$ cat src/mlr_pkg.sv
`timescale 1ns / 1ps
`default_nettype none
// ----------------------------------------------------------------------------
// mlr_pkg - shared types and constants of the midpoint line rasterizer
// Field widths, the line command passed from the classifier to the stepper.
// ----------------------------------------------------------------------------
package mlr_pkg;

   localparam int FIELD_BITS       = 6;   // width of every coordinate field
   localparam int GLYPH_BITS       = 8;
   localparam int COORD_BITS_DEF   = 6;
   localparam int QUEUE_DEPTH_DEF  = 2;
   // decision variable: covers |2*dx| + |2*dy| plus offsets for 6-bit coordinates
   localparam int DEC_BITS         = FIELD_BITS + 4;
   localparam int REQ_DATA_BITS    = 4 * FIELD_BITS + GLYPH_BITS;
   localparam int RSP_DATA_BITS    = 24;

   typedef logic signed [DEC_BITS-1:0] dec_type;

   // one classified line segment, ready for stepping
   typedef struct packed {
      logic [FIELD_BITS-1:0] start_x;
      logic [FIELD_BITS-1:0] start_y;
      logic [FIELD_BITS-1:0] length;     // pixel count minus one
      logic                  major_y;    // y is the stepping axis
      logic                  y_dec;      // y moves downward
      logic                  minor_en;   // minor axis may step at all
      logic                  step_on_gt; // minor steps when d > 0, else when d < 0
      dec_type               d_init;
      dec_type               d_major;    // added on every step
      dec_type               d_minor;    // added when the minor axis steps
      logic [GLYPH_BITS-1:0] glyph;
   } line_cmd_type;

endpackage
`default_nettype wire

$ cat src/mlr_front.sv
`timescale 1ns / 1ps
`default_nettype none
// ----------------------------------------------------------------------------
// mlr_front - line classifier
// Masks the endpoints, orients the segment and selects one of six cases,
// producing start point, length and midpoint increments.
// ----------------------------------------------------------------------------
module mlr_front #(
   parameter int COORD_BITS = mlr_pkg::COORD_BITS_DEF
) (
   input  wire logic [mlr_pkg::REQ_DATA_BITS-1:0] req_data,
   output mlr_pkg::line_cmd_type                  cmd
);
   localparam int FB = mlr_pkg::FIELD_BITS;
   localparam int DB = mlr_pkg::DEC_BITS;
   localparam logic [FB-1:0] CoordMask = FB'((1 << COORD_BITS) - 1);

   logic [FB-1:0] ax, ay, bx, by;
   logic [FB-1:0] x0, y0, x1, y1;
   logic [DB-1:0] dx, dy, neg_dy;
   logic signed [DB-1:0] sdx, sdy;
   logic          swap;

   always_comb begin
      ax = req_data[FB-1:0] & CoordMask;
      ay = req_data[2*FB-1:FB] & CoordMask;
      bx = req_data[3*FB-1:2*FB] & CoordMask;
      by = req_data[4*FB-1:3*FB] & CoordMask;

      swap = ax > bx;
      x0 = swap ? bx : ax;
      y0 = swap ? by : ay;
      x1 = swap ? ax : bx;
      y1 = swap ? ay : by;

      dx = {{(DB-FB){1'b0}}, x1} - {{(DB-FB){1'b0}}, x0};
      dy = {{(DB-FB){1'b0}}, y1} - {{(DB-FB){1'b0}}, y0};
      neg_dy = -dy;
      sdx = $signed(dx);
      sdy = $signed(dy);

      cmd.glyph      = req_data[mlr_pkg::REQ_DATA_BITS-1:4*FB];
      cmd.start_x    = x0;
      cmd.start_y    = y0;
      cmd.length     = dx[FB-1:0];
      cmd.major_y    = 1'b0;
      cmd.y_dec      = 1'b0;
      cmd.minor_en   = 1'b0;
      cmd.step_on_gt = 1'b0;
      cmd.d_init     = '0;
      cmd.d_major    = '0;
      cmd.d_minor    = '0;

      if (ax == bx) begin
         // vertical, ascending y
         cmd.start_x = ax;
         cmd.start_y = (ay < by) ? ay : by;
         cmd.length  = (ay < by) ? (by - ay) : (ay - by);
         cmd.major_y = 1'b1;
      end else if (ay == by) begin
         // horizontal, x already ascending
         cmd.start_y = ay;
      end else if (sdy >= sdx) begin
         // steep positive: d = 2dx - dy, x steps when d > 0
         cmd.length     = dy[FB-1:0];
         cmd.major_y    = 1'b1;
         cmd.minor_en   = 1'b1;
         cmd.step_on_gt = 1'b1;
         cmd.d_init     = $signed((dx <<< 1) - dy);
         cmd.d_major    = $signed(dx <<< 1);
         cmd.d_minor    = $signed(neg_dy <<< 1);
      end else if (sdy <= -sdx) begin
         // steep negative: y descends, x steps when d < 0
         cmd.length     = neg_dy[FB-1:0];
         cmd.major_y    = 1'b1;
         cmd.y_dec      = 1'b1;
         cmd.minor_en   = 1'b1;
         cmd.d_init     = $signed(neg_dy - (dx <<< 1));
         cmd.d_major    = $signed(-(dx <<< 1));
         cmd.d_minor    = $signed(neg_dy <<< 1);
      end else if (sdy > 0) begin
         // shallow positive: y steps up when d < 0
         cmd.minor_en   = 1'b1;
         cmd.d_init     = $signed((neg_dy <<< 1) + dx);
         cmd.d_major    = $signed(neg_dy <<< 1);
         cmd.d_minor    = $signed(dx <<< 1);
      end else begin
         // shallow negative: y steps down when d > 0
         cmd.y_dec      = 1'b1;
         cmd.minor_en   = 1'b1;
         cmd.step_on_gt = 1'b1;
         cmd.d_init     = $signed((neg_dy <<< 1) - dx);
         cmd.d_major    = $signed(neg_dy <<< 1);
         cmd.d_minor    = $signed(-(dx <<< 1));
      end
   end

endmodule
`default_nettype wire

$ cat src/mlr_queue.sv
`timescale 1ns / 1ps
`default_nettype none
// ----------------------------------------------------------------------------
// mlr_queue - command queue
// Small register FIFO between the classifier and the stepper.
// ----------------------------------------------------------------------------
module mlr_queue #(
   parameter int DEPTH = mlr_pkg::QUEUE_DEPTH_DEF
) (
   input  wire logic                  clock,
   input  wire logic                  reset,
   input  wire logic                  push_valid,
   output logic                       push_ready,
   input  wire mlr_pkg::line_cmd_type push_cmd,
   output logic                       pop_valid,
   input  wire logic                  pop_ready,
   output mlr_pkg::line_cmd_type      pop_cmd
);
   localparam int PW = (DEPTH > 1) ? $clog2(DEPTH) : 1;
   localparam int CW = $clog2(DEPTH + 1);

   mlr_pkg::line_cmd_type store_ff [DEPTH];
   logic [PW-1:0] wr_ptr_ff, wr_ptr_in, rd_ptr_ff, rd_ptr_in;
   logic [CW-1:0] count_ff, count_in;
   logic          do_push, do_pop;

   assign push_ready = count_ff != CW'(DEPTH);
   assign pop_valid  = count_ff != '0;
   assign pop_cmd    = store_ff[rd_ptr_ff];
   assign do_push    = push_valid && push_ready;
   assign do_pop     = pop_valid && pop_ready;

   always_comb begin
      wr_ptr_in = wr_ptr_ff;
      rd_ptr_in = rd_ptr_ff;
      count_in  = count_ff;
      if (do_push) begin
         wr_ptr_in = (wr_ptr_ff == PW'(DEPTH - 1)) ? '0 : wr_ptr_ff + 1'b1;
      end
      if (do_pop) begin
         rd_ptr_in = (rd_ptr_ff == PW'(DEPTH - 1)) ? '0 : rd_ptr_ff + 1'b1;
      end
      if (do_push && !do_pop) begin
         count_in = count_ff + 1'b1;
      end else if (do_pop && !do_push) begin
         count_in = count_ff - 1'b1;
      end
   end

   always_ff @(posedge clock) begin
      if (reset) begin
         wr_ptr_ff <= '0;
         rd_ptr_ff <= '0;
         count_ff  <= '0;
      end else begin
         wr_ptr_ff <= wr_ptr_in;
         rd_ptr_ff <= rd_ptr_in;
         count_ff  <= count_in;
      end
   end

   always_ff @(posedge clock) begin
      if (do_push) begin
         store_ff[wr_ptr_ff] <= push_cmd;
      end
   end

endmodule
`default_nettype wire

$ cat src/mlr_back.sv
`timescale 1ns / 1ps
`default_nettype none
// ----------------------------------------------------------------------------
// mlr_back - pixel stepper
// Walks one line a pixel per cycle while the response is accepted; the stepping
// registers are also the output register of the response channel.
// ----------------------------------------------------------------------------
module mlr_back (
   input  wire logic                              clock,
   input  wire logic                              reset,
   input  wire logic                              cmd_valid,
   output logic                                   cmd_ready,
   input  wire mlr_pkg::line_cmd_type             cmd,
   output logic                                   rsp_tvalid,
   input  wire logic                              rsp_tready,
   output logic [mlr_pkg::RSP_DATA_BITS-1:0]      rsp_tdata,
   output logic                                   rsp_tlast
);
   localparam int FB = mlr_pkg::FIELD_BITS;

   logic                  active_ff, active_in;
   logic [FB-1:0]         x_ff, x_in, y_ff, y_in, rem_ff, rem_in;
   mlr_pkg::dec_type      d_ff, d_in;
   mlr_pkg::line_cmd_type cur_ff, cur_in;
   logic                  fire, load, minor_go;
   logic [FB-1:0]         y_step;

   assign fire      = active_ff && rsp_tready;
   assign load      = cmd_valid && (!active_ff || (fire && rem_ff == '0));
   assign cmd_ready = load;

   assign rsp_tvalid = active_ff;
   assign rsp_tlast  = rem_ff == '0;
   assign rsp_tdata  = {(mlr_pkg::RSP_DATA_BITS - 2*FB - mlr_pkg::GLYPH_BITS)'(0),
                        cur_ff.glyph, y_ff, x_ff};

   always_comb begin
      minor_go = cur_ff.minor_en && (cur_ff.step_on_gt ? (d_ff > 0) : (d_ff < 0));
      y_step   = cur_ff.y_dec ? y_ff - 1'b1 : y_ff + 1'b1;

      active_in = active_ff;
      x_in      = x_ff;
      y_in      = y_ff;
      rem_in    = rem_ff;
      d_in      = d_ff;
      cur_in    = cur_ff;

      if (load) begin
         active_in = 1'b1;
         cur_in    = cmd;
         x_in      = cmd.start_x;
         y_in      = cmd.start_y;
         rem_in    = cmd.length;
         d_in      = cmd.d_init;
      end else if (fire) begin
         if (rem_ff == '0) begin
            active_in = 1'b0;
         end else begin
            rem_in = rem_ff - 1'b1;
            d_in   = d_ff + cur_ff.d_major + (minor_go ? cur_ff.d_minor : '0);
            if (cur_ff.major_y) begin
               y_in = y_step;
               x_in = x_ff + FB'(minor_go);
            end else begin
               x_in = x_ff + 1'b1;
               y_in = minor_go ? y_step : y_ff;
            end
         end
      end
   end

   always_ff @(posedge clock) begin
      if (reset) begin
         active_ff <= 1'b0;
      end else begin
         active_ff <= active_in;
      end
   end

   always_ff @(posedge clock) begin
      x_ff   <= x_in;
      y_ff   <= y_in;
      rem_ff <= rem_in;
      d_ff   <= d_in;
      cur_ff <= cur_in;
   end

endmodule
`default_nettype wire

$ cat src/midpoint_line_rasterizer.sv
`timescale 1ns / 1ps
`default_nettype none
// ----------------------------------------------------------------------------
// midpoint_line_rasterizer - line segment to pixel stream
// Classifies each segment, queues it, and steps it with an integer midpoint
// decision variable.
//
//   channel | dir | fields (lowest bit up)
//   req_    | in  | start_x, start_y, end_x, end_y, glyph
//   rsp_    | out | pixel_x, pixel_y, pixel_glyph; tlast = last_pixel
//
// A line of n pixels (n = longest axis span + 1, up to 64) is stepped one
// pixel per cycle while the response is accepted; lines back to back follow
// with no gap, as the next command loads on the cycle the last pixel is taken.
// Classification is combinational into a two-entry queue, so requests are
// taken while the stepper runs until the queue fills.
// Synchronous active-high reset empties the queue and the stepper.
// A stalled response holds the stepper; requests stall only on a full queue.
// ----------------------------------------------------------------------------
module midpoint_line_rasterizer #(
   parameter int COORD_BITS  = mlr_pkg::COORD_BITS_DEF,
   parameter int QUEUE_DEPTH = mlr_pkg::QUEUE_DEPTH_DEF
) (
   input  wire logic                              clock,
   input  wire logic                              reset,
   input  wire logic                              req_tvalid,
   output logic                                   req_tready,
   // start_x[5:0], start_y[11:6], end_x[17:12], end_y[23:18], glyph[31:24]
   input  wire logic [mlr_pkg::REQ_DATA_BITS-1:0] req_tdata,
   output logic                                   rsp_tvalid,
   input  wire logic                              rsp_tready,
   // pixel_x[5:0], pixel_y[11:6], pixel_glyph[19:12], zero[23:20]
   output logic [mlr_pkg::RSP_DATA_BITS-1:0]      rsp_tdata,
   output logic                                   rsp_tlast
);
   mlr_pkg::line_cmd_type front_cmd, queue_cmd;
   logic                  queue_valid, queue_ready;

   mlr_front #(
      .COORD_BITS(COORD_BITS)
   ) u_front (
      .req_data (req_tdata),
      .cmd      (front_cmd)
   );

   mlr_queue #(
      .DEPTH(QUEUE_DEPTH)
   ) u_queue (
      .clock      (clock),
      .reset      (reset),
      .push_valid (req_tvalid),
      .push_ready (req_tready),
      .push_cmd   (front_cmd),
      .pop_valid  (queue_valid),
      .pop_ready  (queue_ready),
      .pop_cmd    (queue_cmd)
   );

   mlr_back u_back (
      .clock      (clock),
      .reset      (reset),
      .cmd_valid  (queue_valid),
      .cmd_ready  (queue_ready),
      .cmd        (queue_cmd),
      .rsp_tvalid (rsp_tvalid),
      .rsp_tready (rsp_tready),
      .rsp_tdata  (rsp_tdata),
      .rsp_tlast  (rsp_tlast)
   );

endmodule
`default_nettype wire
$ cat config.mk
export PLATFORM = sky130hd
export DESIGN_NAME = midpoint_line_rasterizer
export DESIGN_NICKNAME = d
export VERILOG_FILES = /design/src/mlr_pkg.sv /design/src/mlr_front.sv /design/src/mlr_queue.sv /design/src/mlr_back.sv /design/src/midpoint_line_rasterizer.sv
export SDC_FILE = /design/constraint.sdc
export NUM_CORES = 1
export LEC_CHECK = 0
export ABC_AREA = 1
export BUFFER_PORTS_ARGS = -buffer_cell sky130_fd_sc_hd__buf_2
export CORE_UTILIZATION = 50
export DETAILED_ROUTE_END_ITERATION = 8
export GPL_ROUTABILITY_DRIVEN = 1
export HOLD_SLACK_MARGIN = 0.06
export PLACE_DENSITY = 0.75
export RECOVER_POWER = 25
export SYNTH_ARGS = -nofsm -noshare
export SYNTH_HDL_FRONTEND = slang
export SYNTH_SLANG_ARGS = --single-unit
$ cat constraint.sdc
create_clock -name clock -period 12.8 [get_ports clock]
set_clock_uncertainty 0.05 [all_clocks]
set_input_delay 0.64 -clock clock [delete_from_list [all_inputs] [get_ports clock]]
set_output_delay 0.64 -clock clock [all_outputs]
set_load 0.005 [all_outputs]
==> run_results.csv <==
group,metric,value,unit
setup_path,crit_slowest_cell,"nor2_1",
place,gp_congestion,0.946,
cts,clk_pin_slew_worst_paths,70,ps
final_layout,syn_to_final_growth,9.59,%
synthesis,ys.flop_type,"edfxtp_1",
cts,hold_buffers,0,
cts,cts_setup_buffers,0,
final_layout,post-route-util,55.9,%
final_layout,drive_gt1_share,11.8,%
route,ant_nets,0,
sta,tns,0,ps
outcome,outcome,"complete, but fails checks",
synthesis,syn_area,11600,um^2
pwr,clock_power_share,16.1,%
route,first_iter_violations,762,
pwr,p_leak,0.00567,uW
grt,grt_max_degree,59,
synthesis,synth_edf_count,172,
cts,cts_made_buffers,17,
synthesis,synth_cell_types,55,
place,portBuffers,58,
floorplanning,core,22700,um^2
route,wl_per_cell,17.1,um
synthesis,synth_warnings,0,
setup_path,cpPeakStageDelay,850,ps
setup_path,critical_path_class,"input port to flop",
cts,cts_buffer_depth,2,
grt,grt_pass1_vias,8552,
synthesis,avgSynthCellArea,9.10,um^2
setup_path,crit_arrival,6710,ps
cts,htreeDepth,4,
sta,tightest_slew,3390,ps
route,routed_via_density,5.56,
sta,max_slew_margin,-126,%
floorplanning,dieWidth,154,um
route,dr.pass1.iters,5,
pwr,internal-power,1880,uW
sta,hold_viol_final,0,
route,routed_wl,27600,um
route,drcViolationCount,0,
setup_path,cp_common_cell,"nand2_1",
sta,setup_viol,0,
pwr,p_sw_share,42.8,%
min_path,min_path_type,"input port to flop",
sta,grt_setup_unrepaired,"false",
floorplanning,num_rows,55,
cts,post_cts_resized,0,
cts,cts_tree,"done",
route,num_vias,8981,
pwr,sequentialPowerShare,33.5,%
setup_path,critical_path_required,13000,ps
final_layout,nets,1454,
pwr,switchingPower,1410,uW
grt,grt_usage,23.8,%
pwr,combPwrFrac,50.4,%
final_layout,final_common_cell,"nand2_1",
place,post-place-ws,6010,ps
grt,antenna_found_initial,0,
synthesis,synth-seq-area-share,45.6,%
sta,period_share,50.8,%
synthesis,synthCells,1273,
floorplanning,initial_core_util,51.0,%
grt,grt_pass1_wl,44000,um
final_layout,postLayoutCellArea,12700,um^2
outcome,violations,"capacitance limit, slew limit",
setup_path,crit_path_start_kind,"input port",
setup_path,endpoint_kind,"flop",
cts,root_buffer,"clkbuf_16",
run,cap_violations,2,
place,place_area,12100,um^2
floorplanning,io_pins,63,
setup_path,cp_max_fo,27,
floorplanning,die_y,154,um
synthesis,async_flop_share,0,%
place,place_hpwl,19800,um
pwr,pwr_density_cell,259,nW/um^2
final_layout,final_cell_mix,"nand2_1 (297), edfxtp_1 (172), inv_1 (141)",
grt,overflow,0,
pwr,peakVddDrop,0.000113,V
sta,fin_ws,6290,ps
sta,max_freq,154,MHz
cts,clock_latency,430,ps
sta,drv_slew,117,
final_layout,diodes,0,
synthesis,ys_seq_elements,178,
cts,cts_sinks,178,
sta,period_minus_slack,6510,ps
floorplanning,die_area,23800,um^2
[critical path: cells and delay by family]
kind	cells	cell delay (ps)
buf+inv	6	920
compound gates	4	730
simple gates	17	3090
fa+ha+maj	4	1320
[Yosys cell counts (3+ instances only)]
cell	n	area (um^2)
a211oi_1	6	45.0
a21o_1	7	52.6
a21oi_1	83	415
a221oi_1	5	43.8
a22oi_1	3	22.5
a31oi_1	3	18.8
buf_2	4	20.0
buf_4	12	90.1
clkbuf_1	26	97.6
dfxtp_1	6	120
edfxtp_1	172	5160
fa_1	17	340
ha_1	84	1050
inv_1	141	529
inv_2	10	37.5
mux2i_1	14	140
nand2_1	297	1110
nand2_2	19	119
nand2_4	4	45.0
nand3_1	51	255
nand3_2	7	70.1
nand3_4	3	52.6
nand4_1	14	87.6
nor2_1	77	289
nor3_1	6	30.0
o211ai_1	7	52.6
o21ai_0	86	430
o21ai_1	5	25.0
o21bai_1	7	52.6
o22ai_1	6	37.5
o31ai_1	8	60.1
or2_2	16	100
xnor2_1	13	114
xor2_1	28	245
[worst paths after layout]
path / startpoint / end / slack, ps / cells after the start
setup / recovery: req_tdata[15] / u_queue.store_ff[0][17]$_DFFE_PP_ / 6290 / 31
hold / removal: req_tdata[27] / u_queue.store_ff[1][3]$_DFFE_PP_ / 350 / 1
setup reg to reg: u_back.d_ff[7]$_DFFE_PP_ / u_back.d_ff[9]$_DFFE_PP_ / 8680 / 18
hold reg to reg: u_queue.rd_ptr_ff$_SDFFE_PP0P_ / flop / 410 / 1
[cell families (layout without fill, tap and decap cells)]
kind of cell,after synthesis,after routing,synth area share [%]
adder cells (fa/ha/maj),101,101,12.0
flip-flops,178,178,45.6
buffers and inverters,198,252,6.95
other,1,4,0.0324
multiplexers,14,14,1.21
AND/OR/NAND/NOR,505,505,19.5
XOR/XNOR,42,42,3.24
AO/OA/AOI/OAI,234,234,11.4
[power groups by stage]
stage,logic (uW),registers (uW),clock network (uW)
4_1_cts,1650,1100,535
5_1_grt,1850,1120,555
3_3_place_gp,1570,1100,0
3_5_place_dp,1630,1110,0
6_report,1660,1100,528
2_1_floorplan,1200,1090,0
[stage by stage]
stage / total power (uW) / hold slack [ps] / cells
final: 3290 / 354 / 1615
after floorplan: 2290 / 375 / 1276
after global routing: 3530 / 338 / 1615
after CTS: 3280 / 339 / 1615
after global placement: 2660 / 376 / 1583
after detailed placement: 2740 / 394 / 1583
[registers in the layout, summed over array words and instances (netlist names), 2 cells and up, named ones only]
register and cells:
u_back.y_ff 6, u_back.rem_ff 6, u_back.cur_ff 22, u_back.d_ff 10
u_back.x_ff 6, u_back.rsp_tdata 8, u_queue.store_ff 114, u_queue.count_ff 2
[metal layers]
metal | GRT usage, % | routed length, um
met1 | 31.9 | 12200
met2 | 41.1 | 13500
met3 | 2.47 | 1550
met4 | 6.71 | 351
met5 | 0 | 0
[area by class of cell]
type,count,area (um^2)
clock buffers,17,425
clock inverters,15,189
fillers,1998,10000
inverters,153,574
multi-input cells,900,5530
flip-flops and latches,178,5290
well taps,285,357
repair buffers,67,335
No activity file was read; power rests on OpenSTA's default activity.
